===== src/rtl/core/dfp_multiplier.sv =====
`timescale 1ns / 1ps

module dfp_multiplier (
    input  logic               i_clk,
    input  logic signed [32:0] i_a,
    input  logic signed [32:0] i_b,
    output logic signed [65:0] o_prod
);
    logic signed [65:0] r_prod;

    always_ff @(posedge i_clk) begin
        r_prod <= 66'(i_a) * 66'(i_b);
    end

    assign o_prod = r_prod;

endmodule

===== config.mk =====
export PLATFORM = sky130hd
export DESIGN_NAME = dfp_multiplier
export DESIGN_NICKNAME = d
export VERILOG_FILES = /design/src/rtl/core/dfp_multiplier.sv
export SDC_FILE = /design/constraint.sdc
export NUM_CORES = 2
export LEC_CHECK = 0
export BUFFER_PORTS_ARGS = -buffer_cell sky130_fd_sc_hd__buf_2
export CAP_MARGIN = 30
export CORE_UTILIZATION = 65
export CTS_CLUSTER_SIZE = 28
export DETAILED_ROUTE_END_ITERATION = 8
export GPL_TIMING_DRIVEN = 0
export PLACE_DENSITY_LB_ADDON = 0.12
export SLEW_MARGIN = 30
export SYNTH_ARGS = -nofsm -noshare
export SYNTH_HDL_FRONTEND = slang
export SYNTH_SLANG_ARGS = --single-unit

===== constraint.sdc =====
create_clock -name i_clk -period 11.1 [get_ports i_clk]
set_input_delay 2.22 -clock i_clk [delete_from_list [all_inputs] [get_ports i_clk]]
set_output_delay 2.22 -clock i_clk [all_outputs]
set_load 0.02 [all_outputs]

==> flow_summary.ini <==
[clock_tree]
cts.sinks = 66
cts_resized = 0
cts_made_buffers = 9
cts_buffer_depth = 2
cts_root_buffer = clkbuf_16
post-cts-setup-buffer-count = 0
cts_tree = done
ctsHtreeMaxLevel = 3
cts_hold_buf = 0
clk_pin_slew_ps = 80

[grt]
grt_pass1_vias = 33948
grt_pass1_wl_um = 216000
antenna_found_initial = 15
overflow = 0
grt_start_max_net_pins = 27
grt.total_usage = 0.483

[die]
dieHeight_um = 252
core_mm2 = 0.0618
dieArea_mm2 = 0.0637
start_util = 0.659
die-width_um = 252
fp-row-count = 91
ioPinCount = 133

[sta]
maxSlewViolCount = 0
max-slew-margin-rel = 0.246
fmax_mhz = 94.8
timing.final.crit_share = 0.950
setup_viol = 0
tightest_slew_ps = 1130
grt_setup_unrepaired = false
post-route-min-period_ps = 10550
hold_viol = 0

[synth]
syn_nets = 5767
avgSynthCellArea_um2 = 9.39
synthCells = 4338
synth_edf_count = 0
yosysSeqAreaShare = 0.0324
yosysWarnings = 0
synthesis.area_mm2 = 0.0407
synth_cell_types = 80
ys_seq_elements = 66
ys_async_sr_fraction = 0
synth_flop_cell = dfxtp_1

[worst_setup_path]
startpoint = i_a[32]
cpPeakStageDelay_ps = 930
cpMostUsedCell = fa_1
path_buf_inv = 8
endpoint_kind = flip-flop
critPathKind = input port to flip-flop
cp.required_ps = 11390
critPathTopFamily = adder cells
cp_max_fo = 17
critPathArrivalTime_ps = 10830
slowest_stage = fa_2
crit_path_start_kind = input port

[worst_hold_path]
hold_start = i_a[0]
hp-class = input port to flip-flop

[final_layout]
largest_register_ffs = 66
syn_to_final_growth_pct = 5.23
final_cells = 5334
nets = 5912
fillerInstances = 5107
drive_gt1_frac = 0.0484

[routing]
antenna_left = 0
wl_per_cell_um = 27.3
viasPerCell = 5.96
drc = 0
vias = 31782
routed_wl_um = 146000
drt_first_pass_iters = 8
drt_iter0_drc = 3256

[place]
numPortBuffers = 132
dpl.hpwl_um = 123000
place.gp.congestion = 1.13
dpl.cell_count = 5307

[outcome]
status = completed

[job]
maxCapViolCount = 0
[routing by layer]
metal | share of wire | GRT usage | vias up
met5 | 0.0010 | 0 | -
met4 | 0.12 | 0.440 | 8
met3 | 0.12 | 0.148 | 736
met2 | 0.44 | 0.717 | 2135
met1 | 0.33 | 0.565 | 16254
li1 | - | - | 12649
[through the flow]
step | hold WS [ps] | TNS [ps] | worst slack [ps] | utilization | cell area, µm²
floorplan | 2350 | 0 | 1640 | - | 40700
CTS | 2250 | 0 | 713 | 0.692 | 42800
global placement | 2640 | -136 | -77.1 | 0.686 | 42400
global route | 2260 | 0 | 315 | 0.693 | 42900
detailed placement | 2630 | 0 | 330 | 0.687 | 42500
finish | 2290 | 0 | 551 | 0.693 | 42900
[area by class of cell]
cell class	count	area (µm²)	share of cell area
inverter	1131	4250	0.0990
tap	837	1050	0.0244
sequential	66	1320	0.0308
multi-input combinational	2920	34300	0.801
buffer	221	871	0.0203
clock inverter	6	113	0.00263
antenna	9	22.5	0.000525
timing repair buffer	134	683	0.0159
clock buffer	10	239	0.00558
[synth_stat cells (6+ instances only)]
cell / n / share of area
a211o_1: 6 / 0.0013
a211oi_1: 7 / 0.0013
a21o_1: 36 / 0.0066
a21oi_1: 57 / 0.0070
a31oi_1: 8 / 0.0012
and2_1: 562 / 0.086
buf_2: 11 / 0.0014
clkbuf_1: 208 / 0.019
dfxtp_1: 66 / 0.032
fa_1: 1145 / 0.56
ha_1: 217 / 0.067
inv_1: 1131 / 0.10
nand2_1: 551 / 0.051
nand2b_1: 12 / 0.0018
nand3_1: 25 / 0.0031
nand4_1: 11 / 0.0017
nor2_1: 68 / 0.0063
nor3_1: 7 / 0.00086
o21a_1: 6 / 0.0011
o21ai_0: 25 / 0.0031
o21ai_1: 6 / 0.00074
o21bai_1: 11 / 0.0020
xnor2_1: 43 / 0.0092
xor2_1: 25 / 0.0054
[placed cells by master (no fill, tap or decap), types with 43 or more instances in the layout]
cell type	n
xnor2_1	43
buf_2	143
ha_1	217
and2_1	562
inv_1	1131
dfxtp_1	66
a21oi_1	57
nand2_1	551
fa_1	1143
clkbuf_1	192
nor2_1	68
[worst paths after layout]
kind              depth (start not counted)  slack (ps)          to
hold / removal                            2        2290   o_prod[0]
setup / recovery                         26         550  o_prod[58]
[kinds of logic (layout without fill, tap and decap cells)]
logic type,after synthesis,after routing,share of synthesized area
fa+ha+maj,1362,1362,0.629
buf+inv,1352,1502,0.125
simple gates,1271,1271,0.158
compound gates,219,219,0.0407
xor+xnor,68,68,0.0146
flops,66,66,0.0324
other cells,0,9,0
Power is left out: the tool's default activity adds up to more than one toggle a clock period on the data nets, which glitch-free logic cannot reach.
