## src/rtl/core/dfp_pkg.sv

```systemverilog
`timescale 1ns / 1ps

package dfp_pkg;

    localparam int TFrac = 28;
    localparam int TWidth = TFrac + 1;
    localparam int NumCuts = 12;
    localparam logic [TWidth-1:0] TOne = TWidth'(1) << TFrac;

    typedef enum logic [3:0] {
        S_IDLE,
        S_DOT,
        S_CUT,
        S_CUT_WAIT,
        S_SCAN,
        S_ENDPT,
        S_AXIS,
        S_DIV_SET,
        S_DIV_WAIT,
        S_EMIT
    } t_state;

    typedef struct packed {
        logic        done;
        logic        ovf;
        logic [30:0] quot;
    } t_div_res;

    // Each breakpoint compares the magnitudes of two components, as a
    // difference or as a sum of the pair.
    function automatic logic [1:0] pair_first(input logic [3:0] idx);
        logic [1:0] r;
        unique case (idx)
            4'd0, 4'd1, 4'd2, 4'd3, 4'd4, 4'd5: r = 2'd0;
            4'd6, 4'd7, 4'd8, 4'd9:             r = 2'd1;
            default:                            r = 2'd2;
        endcase
        return r;
    endfunction

    function automatic logic [1:0] pair_second(input logic [3:0] idx);
        logic [1:0] r;
        unique case (idx)
            4'd0, 4'd3:                   r = 2'd1;
            4'd1, 4'd4, 4'd6, 4'd8:       r = 2'd2;
            default:                      r = 2'd3;
        endcase
        return r;
    endfunction

    function automatic logic pair_is_sum(input logic [3:0] idx);
        logic r;
        unique case (idx)
            4'd3, 4'd4, 4'd5, 4'd8, 4'd9, 4'd11: r = 1'b1;
            default:                             r = 1'b0;
        endcase
        return r;
    endfunction

    function automatic logic [63:0] mag64(input logic signed [63:0] v);
        return v[63] ? 64'(-v) : 64'(v);
    endfunction

endpackage

```

## src/rtl/core/dfp_divider.sv

```systemverilog
`timescale 1ns / 1ps

module dfp_divider (
    input  logic              i_clk,
    input  logic              i_rst_n,
    input  logic              i_start,
    input  logic [63:0]       i_num,
    input  logic [63:0]       i_den,
    input  logic [4:0]        i_shift,
    output dfp_pkg::t_div_res o_res
);
    import dfp_pkg::*;

    logic [95:0] w_dvd;
    logic [65:0] w_trial;
    logic [65:0] w_diff;
    logic        w_ge;

    logic        r_busy;
    logic        r_done;
    logic [4:0]  r_cnt;
    logic [64:0] r_rem;
    logic [30:0] r_low;
    logic [63:0] r_den;
    logic [30:0] r_quot;
    logic        r_ovf;

    assign w_dvd   = {32'b0, i_num} << i_shift;
    assign w_trial = {r_rem, r_low[30]};
    assign w_ge    = w_trial >= {2'b0, r_den};
    assign w_diff  = w_trial - {2'b0, r_den};

    always_ff @(posedge i_clk) begin
        if (!i_rst_n) begin
            r_busy <= 1'b0;
            r_done <= 1'b0;
            r_cnt  <= '0;
        end else begin
            r_done <= 1'b0;
            if (i_start && !r_busy) begin
                r_busy <= 1'b1;
                r_cnt  <= '0;
            end else if (r_busy) begin
                r_cnt <= r_cnt + 5'd1;
                if (r_cnt == 5'd30) begin
                    r_busy <= 1'b0;
                    r_done <= 1'b1;
                end
            end
        end
    end

    always_ff @(posedge i_clk) begin
        if (i_start && !r_busy) begin
            r_rem  <= w_dvd[95:31];
            r_low  <= w_dvd[30:0];
            r_den  <= i_den;
            r_ovf  <= w_dvd[95:31] >= {1'b0, i_den};
            r_quot <= '0;
        end else if (r_busy) begin
            r_rem  <= w_ge ? w_diff[64:0] : w_trial[64:0];
            r_low  <= {r_low[29:0], 1'b0};
            r_quot <= {r_quot[29:0], w_ge};
        end
    end

    assign o_res.done = r_done;
    assign o_res.ovf  = r_ovf;
    assign o_res.quot = r_quot;

endmodule

```

## config.mk

```make
export PLATFORM = sky130hd
export DESIGN_NAME = dfp_divider
export DESIGN_NICKNAME = d
export VERILOG_FILES = /design/src/rtl/core/dfp_pkg.sv /design/src/rtl/core/dfp_divider.sv
export SDC_FILE = /design/constraint.sdc
export NUM_CORES = 1
export LEC_CHECK = 0
export BUFFER_PORTS_ARGS = -buffer_cell sky130_fd_sc_hd__buf_4
export CAP_MARGIN = 20
export CORE_MARGIN = 3
export CORE_UTILIZATION = 55
export DETAILED_ROUTE_END_ITERATION = 10
export GPL_ROUTABILITY_DRIVEN = 0
export PLACE_DENSITY_LB_ADDON = 0.08
export SLEW_MARGIN = 20
export SYNTH_ARGS = -nofsm -noshare
export SYNTH_HDL_FRONTEND = slang
export SYNTH_SLANG_ARGS = --single-unit
export TNS_END_PERCENT = 10
```

## constraint.sdc

```tcl
create_clock -name i_clk -period 4.5 [get_ports i_clk]
set_clock_uncertainty 0.2 [all_clocks]
set_input_delay 0.9 -clock i_clk [delete_from_list [all_inputs] [get_ports i_clk]]
set_output_delay 0.9 -clock i_clk [all_outputs]
set_load 0.01 [all_outputs]
```

==> key figures, run 1 <==
Floorplan
  – Chip Height: 185 µm
  – I/O pin count: roughly 170
  – CORE AREA: 31000 µm²
  – Starting Density: 0.566
  – FP Rows: 64
  – Die X: 185 µm
  – Die area: between 30000 and 40000 µm²

Final layout
  – Commonest non-fill, non-tap cell in the layout: nand2_1
  – Commonest non-fill, non-tap cells in the layout: nand2_1 (352), buf_4 (294), edfxtp_1 (161), nor2_1 (159), a21oi_1 (157)
  – Antenna cells: 0
  – Register Area: between 5000 and 6000 µm²
  – Layout cells sized above 1: 0.186
  – Area of the multi-input gates: around 11000 µm²
  – Filler cells: 2631
  – Finished Core Util: 0.663
  – Final nets: ~2500
  – Synthesis-to-finish area growth: 17.2%
  – Final Non-Filler Cells: around 2700

Yosys
  – Sequential area share after synthesis: 0.319
  – Ys flop type: edfxtp_1
  – Post-Synthesis Cells: roughly 2100
  – Mapped Avg Cell Area: 8.50 µm²
  – Syn Std Cell Area: 17500 µm²
  – Synth Net Count: 2329
  – FF+latch count, synth: 199
  – Post-synth EDFFs: roughly 160
  – Yosys Warn Count: 0
  – Yosys cell types: 79
  – Ys async rst share: 0

Timing
  – Minimum clock period after layout: roughly 4.3 ns
  – Final Max Tran Viols: 0
  – Setup_tns: 0 ns
  – Worst hold margin: 0.289 ns
  – Slew at the pin with the worst max-slew slack: between 0.8 and 0.9 ns
  – RSZ-0062 raised after global routing: no
  – Achievable Freq: about 0.23 GHz
  – Setup Viol. Count Final: 0
  – Final number of hold-violating endpoints: 0
  – Relative slew slack: 0.448
  – Final period util: 0.956

Clock network
  – Inserted Clock Buffers: 17
  – Post-CTS Hold Fix Bufs: 0
  – Clock slew at reported path FFs: 0.09 ns
  – # H-tree levels: 4
  – Clock buffer depth: 2
  – Clk sinks: 199
  – Root buffer cell: clkbuf_16
  – CTS tree: built
  – Latest clock arrival within the worst-skew pair: 0.47 ns
  – Setup bufs post-CTS: 0

Setup path
  – Crit path DAT: 4.32 ns
  – Critical Path Source Type: input port
  – Worst r2r src: r_rem[32]$_DFFE_PP_
  – Critical Path RT: around 4.5 ns
  – Cells along the critical path: buf_6, buf_4, mux4_2, nand2_1, nand2_1, o21ai_0, a21oi_1, ha_1, a21o_1, a21o_1, a21oi_1, nor2_1, a211oi_1, nor3_1, o41ai_1, o211ai_1
  – Worst setup path startpoint: i_shift[0]
  – CP bufs+invs: 2
  – Top delay family on crit path: compound AO/OA/AOI/OAI gates
  – CP endpoint kind: flip-flop
  – FF-to-FF path depth: 10
  – Crit path max-delay cell type: mux4_2
  – Type of the worst setup path: input port to flip-flop
  – Worst-path maximum fanout: 30
  – Max incr delay on CP: 0.51 ns
  – Critical path depth: 16

Routing
  – Drt total wl: 56.0 mm
  – Via density: 6.30
  – DRC viols: 0
  – Via count: 16900
  – Antenna-violating nets left: 0
  – 1st-iter DRT viols: 1901
  – Drt wl/cell: 20.9 µm
  – Pre-Repair DR Iteration Count: 8

Global route
  – Vias in the first global route: roughly 16000
  – Initial antenna violation count: 0
  – Largest net degree at the start of global routing: 72
  – Tot GR Track Use: 0.324
  – GRT Residual Overflow: 0
  – First-pass GRT wire length: a little under 90 mm

Hold path
  – Hold crit path type: flip-flop to flip-flop
  – Hold path startpoint: r_quot[30]$_SDFFE_PP0P_
  – WHS Path Cells: 2

Power
  – Clk pwr share: 0.152
  – VDD IR-drop max: 0.000343 V
  – Pwr dens: 492 nW/µm²
  – Combinational fraction of design power: 0.574
  – Switch share: 0.446
  – Seq pwr share: 0.274
  – Internal Power: 5.60 mW
  – Lkg Pwr: a little over 9 nW
  – Sw Pwr: 4.51 mW

Job
  – Number of max-cap violations: 0

Placement
  – Placed cell count: 2647
  – # port buffers: about 170
  – Post-DP HPWL: 43.6 mm

Status
  – Outcome: completed
power groups by stage:
stage	clock network (mW)	registers, mW	logic [mW]
floorplan	0	2.73	4.09
global placement	0	2.78	5.51
detailed placement	0	2.80	5.60
CTS	1.55	2.76	5.64
global route	1.62	2.81	6.34
finish	1.54	2.77	5.80
kinds of logic after synthesis:
kind of cell               share of synthesized area
AOI/OAI and AO/OA                              0.189
xor gates and xnor gates                      0.0230
adders and majority gates                     0.0939
buffers and inverters                         0.0612
DFF                                            0.319
muxes                                          0.128
and+or+nand+nor                                0.185
cell type report:
type                    count  area share
clock buffers              19      0.0221
clock inverters            13     0.00511
inverters                 153      0.0281
multi-input cells        1593       0.530
flip-flops and latches    199       0.272
well taps                 396      0.0241
repair buffers            306       0.119
Yosys cell counts (5+ instances only):
master,count,area (µm²)
a211oi_1,17,128
a21boi_0,7,52.6
a21o_1,49,368
a21oi_1,157,786
a22o_1,7,61.3
a31oi_1,41,257
and2_1,10,62.6
and3_1,10,62.6
buf_1,20,75.1
buf_2,28,140
clkbuf_1,63,236
dfxtp_1,38,761
edfxtp_1,161,4830
ha_1,130,1630
inv_1,151,567
mux2_2,12,135
mux2i_1,96,961
mux4_2,51,1150
nand2_1,352,1320
nand2b_1,36,225
nand3_1,33,165
nand4_1,40,250
nor2_1,160,601
nor2b_1,12,75.1
nor3_1,26,130
nor3b_1,6,45.0
nor4_1,12,75.1
o211ai_1,12,90.1
o21a_1,19,143
o21ai_0,125,626
o21ai_1,5,25.0
o21bai_1,15,113
o22ai_1,11,68.8
o31ai_1,15,113
or3_1,11,68.8
xnor2_1,25,219
xor2_1,21,184
worst paths after layout:
path,to,slack (ns)
worst min-delay path,r_quot[30]$_SDFFE_PP0P_,0.29
worst max register to register,r_rem[55]$_DFFE_PP_,0.41
worst min register to register,r_quot[30]$_SDFFE_PP0P_,0.29
worst max-delay path,r_ovf$_DFFE_PP_,0.20
registers in the layout, indices dropped and copies added, names as in the netlist:
name,flops
r_rem,65
r_den,64
r_low,31
r_quot,31
r_cnt,5
r_busy,1
r_done,1
r_ovf,1
tightest hold or removal path: stages, from the launching register on:
cell,delay [ns]
dfxtp_1,0.32
nand2b_1,0.06
o21ai_0,0.06
layer usage:
layer  routed length (µm)  global-route usage  up-vias
met5                    0                   0        -
met4                 2520               0.137        0
met3                 4980              0.0614      133
met2                25100               0.512      907
met1                23300               0.438     7939
li1                     -                   -     7888
timing repair:
action                                  CTS  global route
endpoints found under the setup margin    0             1
endpoints found under the hold margin     0             0
resized for setup                         0             1
per-stage QoR:
stage	power [mW]	worst slack, ns	instance area, µm²
global placement	8.29	-0.318	20000
finish	10.1	0.196	20500
detailed placement	8.40	-0.350	20000
CTS	9.96	0.140	20500
global route	10.8	0.0192	20500
floorplan	6.82	0.0578	17500
Power figures use the tool's default switching activity.
==> run 2, diff against run 1 <==
--- a/config.mk
+++ b/config.mk
@@ -9,6 +9,7 @@
 export CAP_MARGIN = 20
 export CORE_MARGIN = 3
 export CORE_UTILIZATION = 55
+export CTS_BUF_LIST = sky130_fd_sc_hd__clkbuf_16
 export DETAILED_ROUTE_END_ITERATION = 10
 export GPL_ROUTABILITY_DRIVEN = 0
 export PLACE_DENSITY_LB_ADDON = 0.08
==> run 2 against run 1 <==
Sequential cell count did not move. Register-to-register slack about the same. Highest routed layer unchanged. Critical endpoint unchanged. Fmax about the same.
==> key figures, run 2 (synthesis results as in run 1) <==
Final layout
  – Final nets: 2537 (unchanged)
  – Final Non-Filler Cells: 2679 (unchanged)
  – Largest Register: r_rem
  – Commonest non-fill, non-tap cell in the layout: nand2_1
  – Post-route cell area: 20500 µm² (unchanged)
  – Max reg flops: 65 (unchanged)
  – Finished Core Util: 0.663 (unchanged)
  – Regs by FF count: r_rem: 65 flops, r_den: 64 flops
  – Layout cells sized above 1: 0.186 (unchanged)
  – Antenna cells: 0 (unchanged)
  – Synthesis-to-finish area growth: 17.2% (unchanged)
  – Commonest non-fill, non-tap cells in the layout: nand2_1 (352), buf_4 (294), edfxtp_1 (161), nor2_1 (159), a21oi_1 (157)

Timing
  – Setup_tns: 0 ns (unchanged)
  – Relative slew slack: 0.458 (+0.00942)
  – Final number of hold-violating endpoints: 0 (unchanged)
  – Final Max Tran Viols: 0 (unchanged)
  – Setup Viol. Count Final: 0 (unchanged)
  – Achievable Freq: 0.232 GHz (about the same)
  – Final period util: 0.956 (about the same)
  – Final worst slack: 0.196 ns (+0.000184 ns)
  – Worst hold margin: 0.289 ns (+0.00000800 ns)
  – Minimum clock period after layout: 4.30 ns (-0.000184 ns)
  – Slew at the pin with the worst max-slew slack: 0.808 ns (-0.0140 ns)
  – RSZ-0062 raised after global routing: no

Status
  – Outcome: completed

Clock network
  – Latest clock arrival within the worst-skew pair: 0.47 ns (about the same)
  – Clock buffer depth: 2 (unchanged)
  – Setup bufs post-CTS: 0 (unchanged)
  – Clk sinks: 199 (unchanged)
  – CTS tree: built
  – Inserted Clock Buffers: 17 (unchanged)
  – Clock slew at reported path FFs: 0.09 ns (about the same)
  – Root buffer cell: clkbuf_16
  – # H-tree levels: 4 (unchanged)

Routing
  – Via density: 6.31 (+0.24%)
  – Met2 wire length: 25.2 mm (+0.18%)
  – 1st-iter DRT viols: 1901 (unchanged)
  – Top Metal Used: met4
  – Pre-Repair DR Iteration Count: 7 (-1)
  – WL met1: 23.3 mm (-0.11%)
  – DR WL met3: 5.05 mm (+1.4%)
  – Antenna-violating nets left: 0 (unchanged)
  – Drt wl/cell: 20.9 µm (+0.10%)
  – DRC viols: 0 (unchanged)
  – Via count: 16900 (+0.24%)
  – Drt total wl: 56.0 mm (+0.10%)

Hold path
  – WHS Path Cells: 2 (unchanged)
  – Hold crit path type: flip-flop to flip-flop
  – Hold Path End: r_quot[30]$_SDFFE_PP0P_
  – Hold path startpoint: r_quot[30]$_SDFFE_PP0P_

Power
  – Seq pwr share: 0.274 (about the same)
  – VDD IR-drop max: 0.000343 V (about the same)
  – Clk pwr share: 0.152 (about the same)
  – Switch share: 0.447 (+0.000472)
  – Power Total: 10.1 mW (about the same)
  – Sw Pwr: 4.52 mW (+0.15%)
  – Combinational fraction of design power: 0.574 (about the same)
  – Lkg Pwr: 9.21 nW (about the same)
  – Pwr dens: 493 nW/µm² (about the same)
  – Internal Power: 5.60 mW (about the same)

Global route
  – Initial antenna violation count: 0 (unchanged)
  – GRT Residual Overflow: 0 (unchanged)
  – Tot GR Track Use: 0.324 (unchanged)
  – Largest net degree at the start of global routing: 72 (unchanged)
  – First-pass GRT wire length: 86.5 mm (unchanged)
  – Vias in the first global route: 16100 (unchanged)

Floorplan
  – Starting Density: 0.566 (unchanged)
  – Die X: 185 µm (unchanged)
  – Die area: 34100 µm² (unchanged)
  – Chip Height: 185 µm (unchanged)
  – CORE AREA: 31000 µm² (unchanged)
  – I/O pin count: 169 (unchanged)
  – FP Rows: 64 (unchanged)

Setup path
  – Max incr delay on CP: 0.51 ns (about the same)
  – Worst setup path startpoint: i_shift[0]
  – Critical Path Source Type: input port
  – CP endpoint kind: flip-flop
  – Worst r2r dst: r_rem[55]$_DFFE_PP_
  – FF-to-FF path depth: 10 (unchanged)
  – Type of the worst setup path: input port to flip-flop
  – R2r setup slk: 0.41 ns (about the same)
  – Critical Path RT: 4.52 ns (about the same)
  – Worst r2r src: r_rem[32]$_DFFE_PP_
  – Worst-path maximum fanout: 30 (unchanged)
  – Crit path DAT: 4.32 ns (about the same)
  – Cells along the critical path: buf_6, buf_4, mux4_2, nand2_1, nand2_1, o21ai_0, a21oi_1, ha_1, a21o_1, a21o_1, a21oi_1, nor2_1, a211oi_1, nor3_1, o41ai_1, o211ai_1
  – Crit path max-delay cell type: mux4_2

Placement
  – Place WS: -0.350 ns (unchanged)
  – Post-placement cell area: 20000 µm² (unchanged)
  – Post-DP HPWL: 43.6 mm (unchanged)
  – Placed cell count: 2647 (unchanged)
  – # port buffers: 168 (unchanged)

Job
  – Number of max-cap violations: 0 (unchanged)
-- run 2: routing by layer --
metal | vias to the layer above | global-route usage
met3 | 131 | 0.0614
met1 | 7955 | 0.438
met5 | - | 0
li1 | 7890 | -
met2 | 932 | 0.512
met4 | 0 | 0.137
-- run 2: cell type report --
type / instances / area [µm²]
Fill cell: 2631 / 10400
Inverter: 153 / 577
Clock buffer: 18 / 450
Multi-Input combinational cell: 1593 / 10900
Sequential cell: 199 / 5600
Clock inverter: 14 / 109
Tap cell: 396 / 495
Timing Repair Buffer: 306 / 2440
-- run 2: worst max path at each step --
stage	to	slack [ns]	cells past startpoint
after detailed placement	r_ovf$_DFFE_PP_	-0.35	16
after global placement	r_ovf$_DFFE_PP_	-0.32	16
after CTS	r_ovf$_DFFE_PP_	0.14	16
after global routing	r_ovf$_DFFE_PP_	0.02	16
final	r_ovf$_DFFE_PP_	0.20	16
after floorplan	r_ovf$_DFFE_PP_	0.06	18
-- run 2: critical path: cells and delay by family --
| kind | cells | cell delay, ns |
|---|---|---|
| buffers and inverters | 2 | 0.53 |
| AO/OA/AOI/OAI | 8 | 1.81 |
| adder cells (fa/ha/maj) | 1 | 0.23 |
| multiplexers | 1 | 0.51 |
| AND/OR/NAND/NOR | 4 | 0.30 |
-- run 2: power by group through the flow --
stage / registers, mW / logic, mW / clock network (mW)
6_report: 2.77 / 5.81 / 1.54
2_1_floorplan: 2.73 / 4.09 / 0
4_1_cts: 2.76 / 5.64 / 1.55
3_3_place_gp: 2.78 / 5.51 / 0
5_1_grt: 2.81 / 6.34 / 1.61
3_5_place_dp: 2.80 / 5.60 / 0
-- run 2: timing repair --
action,in CTS,in global routing
endpoints found under the setup margin,0,1
gates resized for setup,0,1
hold buffers,0,0
==> run 3, diff against run 2 <==
--- a/config.mk
+++ b/config.mk
@@ -5,14 +5,15 @@
 export SDC_FILE = /design/constraint.sdc
 export NUM_CORES = 1
 export LEC_CHECK = 0
+export ABC_AREA = 1
 export BUFFER_PORTS_ARGS = -buffer_cell sky130_fd_sc_hd__buf_4
 export CAP_MARGIN = 20
 export CORE_MARGIN = 3
-export CORE_UTILIZATION = 55
+export CORE_UTILIZATION = 45
 export CTS_BUF_LIST = sky130_fd_sc_hd__clkbuf_16
 export DETAILED_ROUTE_END_ITERATION = 10
 export GPL_ROUTABILITY_DRIVEN = 0
-export PLACE_DENSITY_LB_ADDON = 0.08
+export PLACE_DENSITY = 0.65
 export SLEW_MARGIN = 20
 export SYNTH_ARGS = -nofsm -noshare
 export SYNTH_HDL_FRONTEND = slang
==> run 3 against run 2 <==
Global-route usage is 3.0 points lower. Final cell count grew 44%. Clock-buffer cell count unchanged. Total power is 13% higher. Fmax increased by 1.2%. Largest cell class unchanged.
==> key figures, run 3 <==
Yosys
  – Post-Synthesis Cells: 3140 (+52%)
  – Mapped Avg Cell Area: 6.36 µm² (-25%)
  – Largest family of logic cells by synthesized area: simple AND/OR/NAND/NOR gates
  – Compound-Gate Fraction of Synth Area: 0.0818 (-0.108)
  – Sequential area share after synthesis: 0.280 (-0.0389)
  – Synth top area share: 0.242 (-0.0336)
  – Synth Area in Simple Gates: 0.384 (+0.199)
  – Syn Std Cell Area: 20000 µm² (+14%)
  – Synth top area cells: edfxtp_1 (24%), nand2_1 (22%), inv_1 (9.7%)
  – Yosys Warn Count: 0 (unchanged)
  – Most frequent cells after synthesis: nand2_1 (1188), inv_1 (518), nand3_1 (231)
  – Most frequent cell after synthesis: nand2_1
  – Ys async rst share: 0 (unchanged)
  – Post-Synth XOR/XNOR Area: 0.0136 (-0.00938)
  – FF+latch count, synth: 199 (unchanged)
  – Synth Net Count: 3407 (+46%)
  – Post-synthesis mux area share: 0.0246 (-0.103)
  – Yosys cell types: 52 (-34%)
  – Synth Area in Adders: 0.0825 (-0.0114)
  – Ys flop type: edfxtp_1
  – Post-synth EDFFs: 161 (unchanged)
  – Area leader, netlist: edfxtp_1

Power
  – Power Total: 11.4 mW (+13%)
  – Lkg Pwr: 12.0 nW (+30%)
  – Pwr dens: 510 nW/µm² (+3.5%)
  – VDD IR-drop max: 0.000289 V (-16%)

Hold path
  – Hold path startpoint: r_quot[30]$_SDFFE_PP0P_
  – Hold crit path type: flip-flop to flip-flop

Timing
  – Final period util: 0.945 (-0.0116)
  – Setup_tns: 0 ns (unchanged)
  – RSZ-0062 raised after global routing: no
  – Final number of hold-violating endpoints: 0 (unchanged)
  – Minimum clock period after layout: 4.25 ns (-0.0522 ns)
  – Achievable Freq: 0.235 GHz (+1.2%)
  – Final Max Tran Viols: 0 (unchanged)
  – Slew at the pin with the worst max-slew slack: 1.06 ns (+0.253 ns)
  – Setup Viol. Count Final: 0 (unchanged)
  – Relative slew slack: 0.293 (-0.165)

Clock network
  – CTS tree: built
  – Clk sinks: 199 (unchanged)
  – Setup bufs post-CTS: 0 (unchanged)
  – Root buffer cell: clkbuf_16
  – Number of gates resized after CTS: 0 (unchanged)
  – Clock slew at reported path FFs: 0.08 ns (about the same)
  – Post-CTS Hold Fix Bufs: 0 (unchanged)
  – # H-tree levels: 4 (unchanged)
  – Clock buffer depth: 2 (unchanged)
  – Inserted Clock Buffers: 17 (unchanged)
  – Latest clock arrival within the worst-skew pair: 0.47 ns (about the same)

Setup path
  – Worst-path maximum fanout: 34 (+13%)
  – Crit path DAT: 4.28 ns (-0.04 ns)
  – Critical Path RT: 4.53 ns (about the same)
  – Most used cell, CP: nand2_1
  – Cells along the critical path: buf_4, inv_2, buf_12, nand2_1, nand3_1, nand2_1, nand2_1, nand2_1, nor2_1, a31oi_1, buf_4, o21ai_0, buf_4, ha_1, a21oi_1, o21ai_0, a21oi_1, buf_4, nand2_1, nand2_1, nand2_1, nand2_1, nand2_1
  – Type of the worst setup path: input port to flip-flop
  – Worst setup path startpoint: i_shift[0]
  – Max incr delay on CP: 0.44 ns (-0.07 ns)
  – CP endpoint kind: flip-flop
  – Critical Path Source Type: input port
  – Worst r2r src: r_rem[44]$_DFFE_PP_
  – Crit path max-delay cell type: o21ai_0

Global route
  – Largest net degree at the start of global routing: 84 (+17%)
  – Tot GR Track Use: 0.294 (-0.0298)
  – Initial antenna violation count: 0 (unchanged)
  – Vias in the first global route: 19500 (+21%)
  – First-pass GRT wire length: 108 mm (+25%)
  – GRT Residual Overflow: 0 (unchanged)

Final layout
  – Largest Register: r_rem
  – Commonest non-fill, non-tap cells in the layout: nand2_1 (1188), inv_1 (516), nand3_1 (231), buf_4 (208)
  – Regs by FF count: r_rem: 65 flops, r_den: 64 flops
  – Synthesis-to-finish area growth: 12.3%
  – Layout cells sized above 1: 0.103 (-0.0828)
  – Max reg flops: 65 (unchanged)
  – Commonest non-fill, non-tap cell in the layout: nand2_1
  – Antenna cells: 0 (unchanged)
  – Final nets: 3528 (+39%)
  – Post-route cell area: 22400 µm² (+9.1%)

Floorplan
  – FP Rows: 76 (+19%)
  – Die X: 217 µm (+17%)
  – I/O pin count: 169 (unchanged)
  – Die area: 46900 µm² (+38%)
  – Chip Height: 217 µm (+17%)
  – Starting Density: 0.459 (-0.106)
  – CORE AREA: 43500 µm² (+40%)

Routing
  – Drt total wl: 70.2 mm (+25%)
  – DRC viols: 0 (unchanged)
  – Antenna-violating nets left: 0 (unchanged)
  – Drt wl/cell: 18.2 µm (-13%)
  – 1st-iter DRT viols: 2303 (+21%)
  – Via density: 5.46 (-14%)
  – Pre-Repair DR Iteration Count: 6 (-1)
  – Via count: 21100 (+25%)

Placement
  – Post-placement cell area: 21800 µm² (+9.1%)
  – Post-DP HPWL: 57.4 mm (+31%)
  – # port buffers: 168 (unchanged)

Status
  – Outcome: completed

Job
  – Number of max-cap violations: 0 (unchanged)
-- run 3: layout make-up --
cell class	instances	area (µm²)
multi-input cells	2286	11700
flip-flops and latches	199	5600
fillers	4409	21000
clock buffers	18	450
inverters	541	2030
clock inverters	14	168
repair buffers	216	1720
well taps	585	732
-- run 3: final timing paths --
check	endpoint	slack, ns	cells after the start
max	r_ovf$_DFFE_PP_	0.25	23
min	r_quot[30]$_SDFFE_PP0P_	0.28	2
max reg2reg	r_rem[60]$_DFFE_PP_	0.96	14
min reg2reg	r_quot[30]$_SDFFE_PP0P_	0.28	2
-- run 3: cell families (layout without fill, tap and decap cells) --
| family | after synthesis | after routing |
|---|---|---|
| AOI/OAI and AO/OA | 294 | 294 |
| buffers and inverters | 655 | 789 |
| adders and majority gates | 131 | 131 |
| and+or+nand+nor | 1781 | 1781 |
| DFF | 199 | 199 |
| muxes | 49 | 49 |
| xor gates and xnor gates | 31 | 31 |
-- run 3: routing by layer --
metal | wire, µm | global-route usage | vias to the layer above
met5 | 0 | 0 | -
met1 | 29900 | 0.403 | 9634
li1 | - | - | 10200
met4 | 2980 | 0.121 | 0
met3 | 6440 | 0.0453 | 165
met2 | 30900 | 0.464 | 1023
-- run 3: power breakdown --
| part | internal [mW] | switching [mW] |
|---|---|---|
| Sequential | 2.55 | 0.212 |
| Combinational | 2.34 | 4.71 |
| Clock | 0.790 | 0.827 |
| Total | 5.68 | 5.75 |
-- run 3: stage by stage --
stage | hold WS, ns | setup WS (ns) | util | instances
finish | 0.283 | 0.248 | 0.516 | 3859
global route | 0.309 | 0.0414 | 0.516 | 3859
CTS | 0.288 | 0.377 | 0.516 | 3859
detailed placement | 0.273 | -0.129 | 0.502 | 3827
global placement | 0.259 | -0.0578 | 0.502 | 3827
floorplan | 0.252 | 0.774 | - | 3140
-- run 3: critical path, delay by kind of cell --
family,cells,cell delay (ns)
AO/OA/AOI/OAI,5,1.26
adder cells (fa/ha/maj),1,0.23
buffers and inverters,6,1.03
AND/OR/NAND/NOR,11,0.82
